[src/interleaved_bitmap_attribute_renderer_core_macros.svh]
// ----------------------------------------------------------------------------
// Assertion macros for interleaved_bitmap_attribute_renderer_core
// Concurrent checks with a common clock and report form.
// ----------------------------------------------------------------------------
`ifndef INTERLEAVED_BITMAP_ATTRIBUTE_RENDERER_CORE_MACROS_SVH
`define INTERLEAVED_BITMAP_ATTRIBUTE_RENDERER_CORE_MACROS_SVH

// check that is off while reset is asserted
`define IBAR_ASSERT(label, clk, rst_n, prop, msg) \
    label: assert property (@(posedge clk) disable iff (!rst_n) prop) else $error(msg);

// check that also holds during reset
`define IBAR_ASSERT_ALWAYS(label, clk, prop, msg) \
    label: assert property (@(posedge clk) prop) else $error(msg);

`endif

[src/ibar_pkg.sv]
// ----------------------------------------------------------------------------
// ibar_pkg
// Types, constants and helpers shared by the bitmap/attribute renderer.
// ----------------------------------------------------------------------------
package ibar_pkg;

    localparam int STORE_BYTES = 6912;
    localparam int ADDR_W      = 13;

    typedef logic [ADDR_W-1:0] t_addr;

    localparam t_addr      ATT_BASE     = t_addr'(6144);
    localparam logic [7:0] DISPLAY_ROWS = 8'd192;
    localparam logic [7:0] COLOR_LEVEL  = 8'hfd;
    localparam t_addr      LAST_ADDR    = t_addr'(STORE_BYTES - 1);

    localparam logic REQ_WRITE  = 1'b0;
    localparam logic REQ_RENDER = 1'b1;

    typedef struct packed {
        logic        req_type;
        logic [12:0] screen_offset;
        logic [7:0]  write_byte;
        logic [7:0]  row;
        logic [4:0]  column;
    } t_in;

    typedef struct packed {
        logic [7:0]  pixel_x;
        logic [7:0]  pixel_y;
        logic [23:0] pixel_color;
        logic        last_pixel;
    } t_out;

    typedef enum logic [2:0] {
        ST_CLEAR,
        ST_IDLE,
        ST_RD_BMP,
        ST_RD_ATT,
        ST_LOAD,
        ST_SHIFT
    } t_state;

    // sequencer -> serializer
    typedef struct packed {
        logic load;
    } t_shf_ctrl;

    // serializer -> sequencer
    typedef struct packed {
        logic active;
        logic last;
    } t_shf_stat;

    // 3-bit index to 24-bit color: bit0 -> [23:16], bit2 -> [15:8], bit1 -> [7:0]
    function automatic logic [23:0] map_color(input logic [2:0] idx);
        logic [23:0] c;
        c = {(idx[0] ? COLOR_LEVEL : 8'h00),
             (idx[2] ? COLOR_LEVEL : 8'h00),
             (idx[1] ? COLOR_LEVEL : 8'h00)};
        return c;
    endfunction

endpackage

[src/ibar_shifter.sv]
// ----------------------------------------------------------------------------
// ibar_shifter
// Pixel serializer: shifts the bitmap byte out MSB first, one pixel a cycle.
// ----------------------------------------------------------------------------
module ibar_shifter (
    input  logic                i_clk,
    input  logic                i_rst_n,
    input  ibar_pkg::t_shf_ctrl i_ctrl,
    input  logic [7:0]          i_bits,
    input  logic [7:0]          i_attr,
    input  logic [7:0]          i_row,
    input  logic [4:0]          i_col,
    output ibar_pkg::t_shf_stat o_stat,
    output logic                o_strobe,
    output ibar_pkg::t_out      o_result
);
    import ibar_pkg::*;

    logic       r_active;
    logic [2:0] r_cnt;
    logic [7:0] r_bits;
    logic [2:0] r_ink;
    logic [2:0] r_paper;
    logic [7:0] r_row;
    logic [4:0] r_col;
    logic       r_strobe;
    t_out       r_result;

    always_ff @(posedge i_clk) begin
        if (!i_rst_n) begin
            r_active <= 1'b0;
            r_cnt    <= 3'd0;
            r_strobe <= 1'b0;
        end else begin
            r_strobe <= r_active;
            if (i_ctrl.load) begin
                r_active <= 1'b1;
                r_cnt    <= 3'd0;
            end else if (r_active) begin
                r_cnt <= r_cnt + 3'd1;
                if (r_cnt == 3'd7) begin
                    r_active <= 1'b0;
                end
            end
        end
    end

    // payload, no reset
    always_ff @(posedge i_clk) begin
        if (i_ctrl.load) begin
            r_bits  <= i_bits;
            r_ink   <= i_attr[2:0];
            r_paper <= i_attr[5:3];
            r_row   <= i_row;
            r_col   <= i_col;
        end else if (r_active) begin
            r_bits               <= {r_bits[6:0], 1'b0};
            r_result.pixel_x     <= {r_col, r_cnt};
            r_result.pixel_y     <= r_row;
            r_result.pixel_color <= r_bits[7] ? map_color(r_ink) : map_color(r_paper);
            r_result.last_pixel  <= (r_cnt == 3'd7);
        end
    end

    assign o_stat.active = r_active;
    assign o_stat.last   = r_active && (r_cnt == 3'd7);
    assign o_strobe      = r_strobe;
    assign o_result      = r_result;

endmodule

[config.mk]
export PLATFORM = sky130hd
export DESIGN_NAME = ibar_shifter
export DESIGN_NICKNAME = d
export VERILOG_FILES = /design/src/interleaved_bitmap_attribute_renderer_core_macros.svh /design/src/ibar_pkg.sv /design/src/ibar_shifter.sv
export SDC_FILE = /design/constraint.sdc
export NUM_CORES = 1
export LEC_CHECK = 0
export BUFFER_PORTS_ARGS = -buffer_cell sky130_fd_sc_hd__buf_2
export CAP_MARGIN = 20
export CORE_MARGIN = 5
export CORE_UTILIZATION = 45
export CTS_BUF_LIST = sky130_fd_sc_hd__clkbuf_4
export DETAILED_ROUTE_END_ITERATION = 10
export PLACE_DENSITY = 0.83
export SKIP_CTS_REPAIR_TIMING = 1
export SLEW_MARGIN = 20
export SYNTH_ARGS = -nofsm -noshare
export SYNTH_HDL_FRONTEND = slang
export SYNTH_SLANG_ARGS = --single-unit
[constraint.sdc]
create_clock -name i_clk -period 1.25 [get_ports i_clk]
set_input_delay 0.375 -clock i_clk [delete_from_list [all_inputs] [get_ports i_clk]]
set_output_delay 0.375 -clock i_clk [all_outputs]
set_load 0.01 [all_outputs]
==> impl_metrics.tcl <==
set metrics [dict create \
    hold_slack_ps 170 \
    ys_seq_elements 52 \
    grt_max_degree 21 \
    totalWireLength_um 3040 \
    pwr-share-clk_pct 24.7 \
    synth_area_leader_cell "edfxtp_1" \
    insertion_delay_ps 360 \
    avgSynthCellArea_um2 19.0 \
    port-buffer-count 70 \
    yosysSeqAreaShare_pct 77.4 \
    routabilityCongestion 0.671 \
    cts_buffers 5 \
    worst_ir_drop_vdd_uv 519 \
    grt_util_met3_pct 4.22 \
    grt_util_all_layers_pct 10.6 \
    fin_util_pct 55.8 \
    fin_skew_ps 10.2 \
    diodes 0 \
    area_growth_pct 22.7 \
    synth_flop_cell "edfxtp_1" \
    start_kind "flop" \
    grt_util_met1_pct 11.1 \
    drive_gt1_share_pct 62.9 \
    yosys-top-cells-area "edfxtp_1, buf_4, dfxtp_1" \
    cts_tree "yes" \
    p_sw_share_pct 22.5 \
    grt_pass1_vias 924 \
    worstSetupPathType "flop to primary output" \
    power_density_nw_per_um2 1300 \
    worst_ep_arrival_time_ps 1280 \
    p_seq_share_pct 66.4 \
    antenna_found_initial 0 \
    tns_ps -3530 \
    setup_violations 37 \
    die_y_um 75.9 \
    final-hold-violation-count 0 \
    place_inst 211 \
    p_leak_uw 0.000990 \
    drc 0 \
    gr-usage-met2_pct 19.0 \
    cap_violations 0 \
    synth_common_cells "edfxtp_1, buf_4, mux2_4" \
    fin_crit_ps 1650 \
    synth-edff-count 47 \
    synth_async_sr_flop_share_pct 0 \
    synth_area_um2 1950 \
    worstHoldPathType "primary input to flop" \
    yosysTopAreaCellShare_pct 72.3 \
    start_util_pct 45.5 \
    clock_sinks 52 \
    firstDrtPassIters 4 \
    hpwl_um 2310 \
    p_int_uw 2410 \
    grt_pass1_wl_um 4310 \
    num-nets-final 200 \
    power.switching_uw 699 \
    via_count 979 \
    ys_types 19 \
    required_ps 880 \
    cts_max_level 2 \
    grt.overflow.total 0 \
    antenna_left 0 \
    avgRoutedWirePerCell_um 13.9 \
    timing.final.ws_setup_ps -400 \
    violations "setup timing" \
    syn_inst 103 \
    drtIter0Drc 58 \
    maxSlewViolCount 0 \
    via_per_inst 4.47 \
    clk_pin_slew_ps 160 \
    io_pins 76 \
    busiest_layer "met2" \
    status "complete, but fails checks" \
    fp.coreArea_um2 4290 \
    clockBufferDepth 2 \
    rsz0062_at_grt "yes" \
    die_w_um 75.9 \
    p_comb_share_pct 8.9 \
    yosys_warnings 0 \
    fin_crit_sh_pct 132 \
    yosysMostFrequentCell "edfxtp_1" \
    crit_fanout 3 \
    fin_cells 219 \
    root_buffer "clkbuf_4" \
    critPathCaptureType "primary output" \
    die_area_um2 5750 \
    fmax_mhz 606 \
    rows 24 \
]
==> critical path, stage by stage (launching register included) <==
cell and delay [ps]:
dfxtp_2 360, ha_4 160, ha_4 150, and2_4 130
buf_6 110
==> power by group through the flow <==
stage	clock network, uW	logic, uW	registers, uW
floorplan	0	161	2110
global placement	0	269	2100
detailed placement	0	273	2100
CTS	803	274	2070
global route	878	303	2080
finish	767	276	2070
==> cell families after synthesis <==
family	synth area share [%]
xor+xnor	0.449
simple gates	3.01
buf+inv	9.29
mux	7.95
flops	77.4
compound gates	0.385
fa+ha+maj	1.28
other cells	0.192
==> cell usage in the layout, fill, tap and decap left out <==
master / synthesis / final
and2_2: 1 / 1
and2b_4: 0 / 1
nand2b_1: 1 / 1
dfxtp_1: 5 / 2
mux2i_1: 2 / 2
mux2_2: 4 / 4
xnor2_1: 1 / 1
dfxtp_4: 0 / 1
clkbuf_4: 0 / 5
and2_4: 0 / 1
buf_6: 1 / 5
conb_1: 1 / 3
nor2b_1: 1 / 1
o21a_1: 1 / 1
buf_4: 22 / 7
ha_4: 0 / 2
nor2_1: 3 / 3
mux2_4: 6 / 6
and2_1: 2 / 1
edfxtp_1: 47 / 47
or2_2: 1 / 1
dfxtp_2: 0 / 2
inv_6: 0 / 2
buf_2: 1 / 65
clkinvlp_4: 0 / 1
buf_12: 0 / 1
==> metal layers <==
| layer | share of wire (%) | up-vias |
|---|---|---|
| met4 | 0.59 | 0 |
| met5 | 0 | - |
| met1 | 37 | 454 |
| met2 | 52 | 51 |
| li1 | - | 472 |
| met3 | 11 | 2 |
==> flip-flops by register name (all words and copies together), names as in the netlist <==
register and flops:
r_active 1, o_strobe 1, r_row 8, r_col 5, o_result 20, r_cnt 3, r_bits 8, r_ink 3
r_paper 3
==> layout make-up <==
class                      instances  area [um^2]
clock buffer                       5         37.5
clock inverter                     3         25.0
fill                             352         1900
multi-input combinational         29          295
sequential                        52         1520
tap                               52         65.1
timing repair buffer              78          454
==> final timing paths <==
kind	startpoint	slack [ps]	end	cells after the start
worst min-delay path	i_row[2]	170	r_row[2]	1
worst max-delay path	r_cnt[1]	-400	o_stat[0]	4
worst min register to register	r_col[1]	430	o_result[37]	0
worst max register to register	r_active	210	o_result[16]	1
==> through the flow <==
stage,worst slack (ps),instance area [um^2],power (uW)
global route,-461,2390,3260
finish,-400,2390,3110
CTS,-556,2330,3140
floorplan,7.93,1960,2270
global placement,-110,2270,2360
detailed placement,-118,2270,2380
No activity file was read; power rests on OpenSTA's default activity.
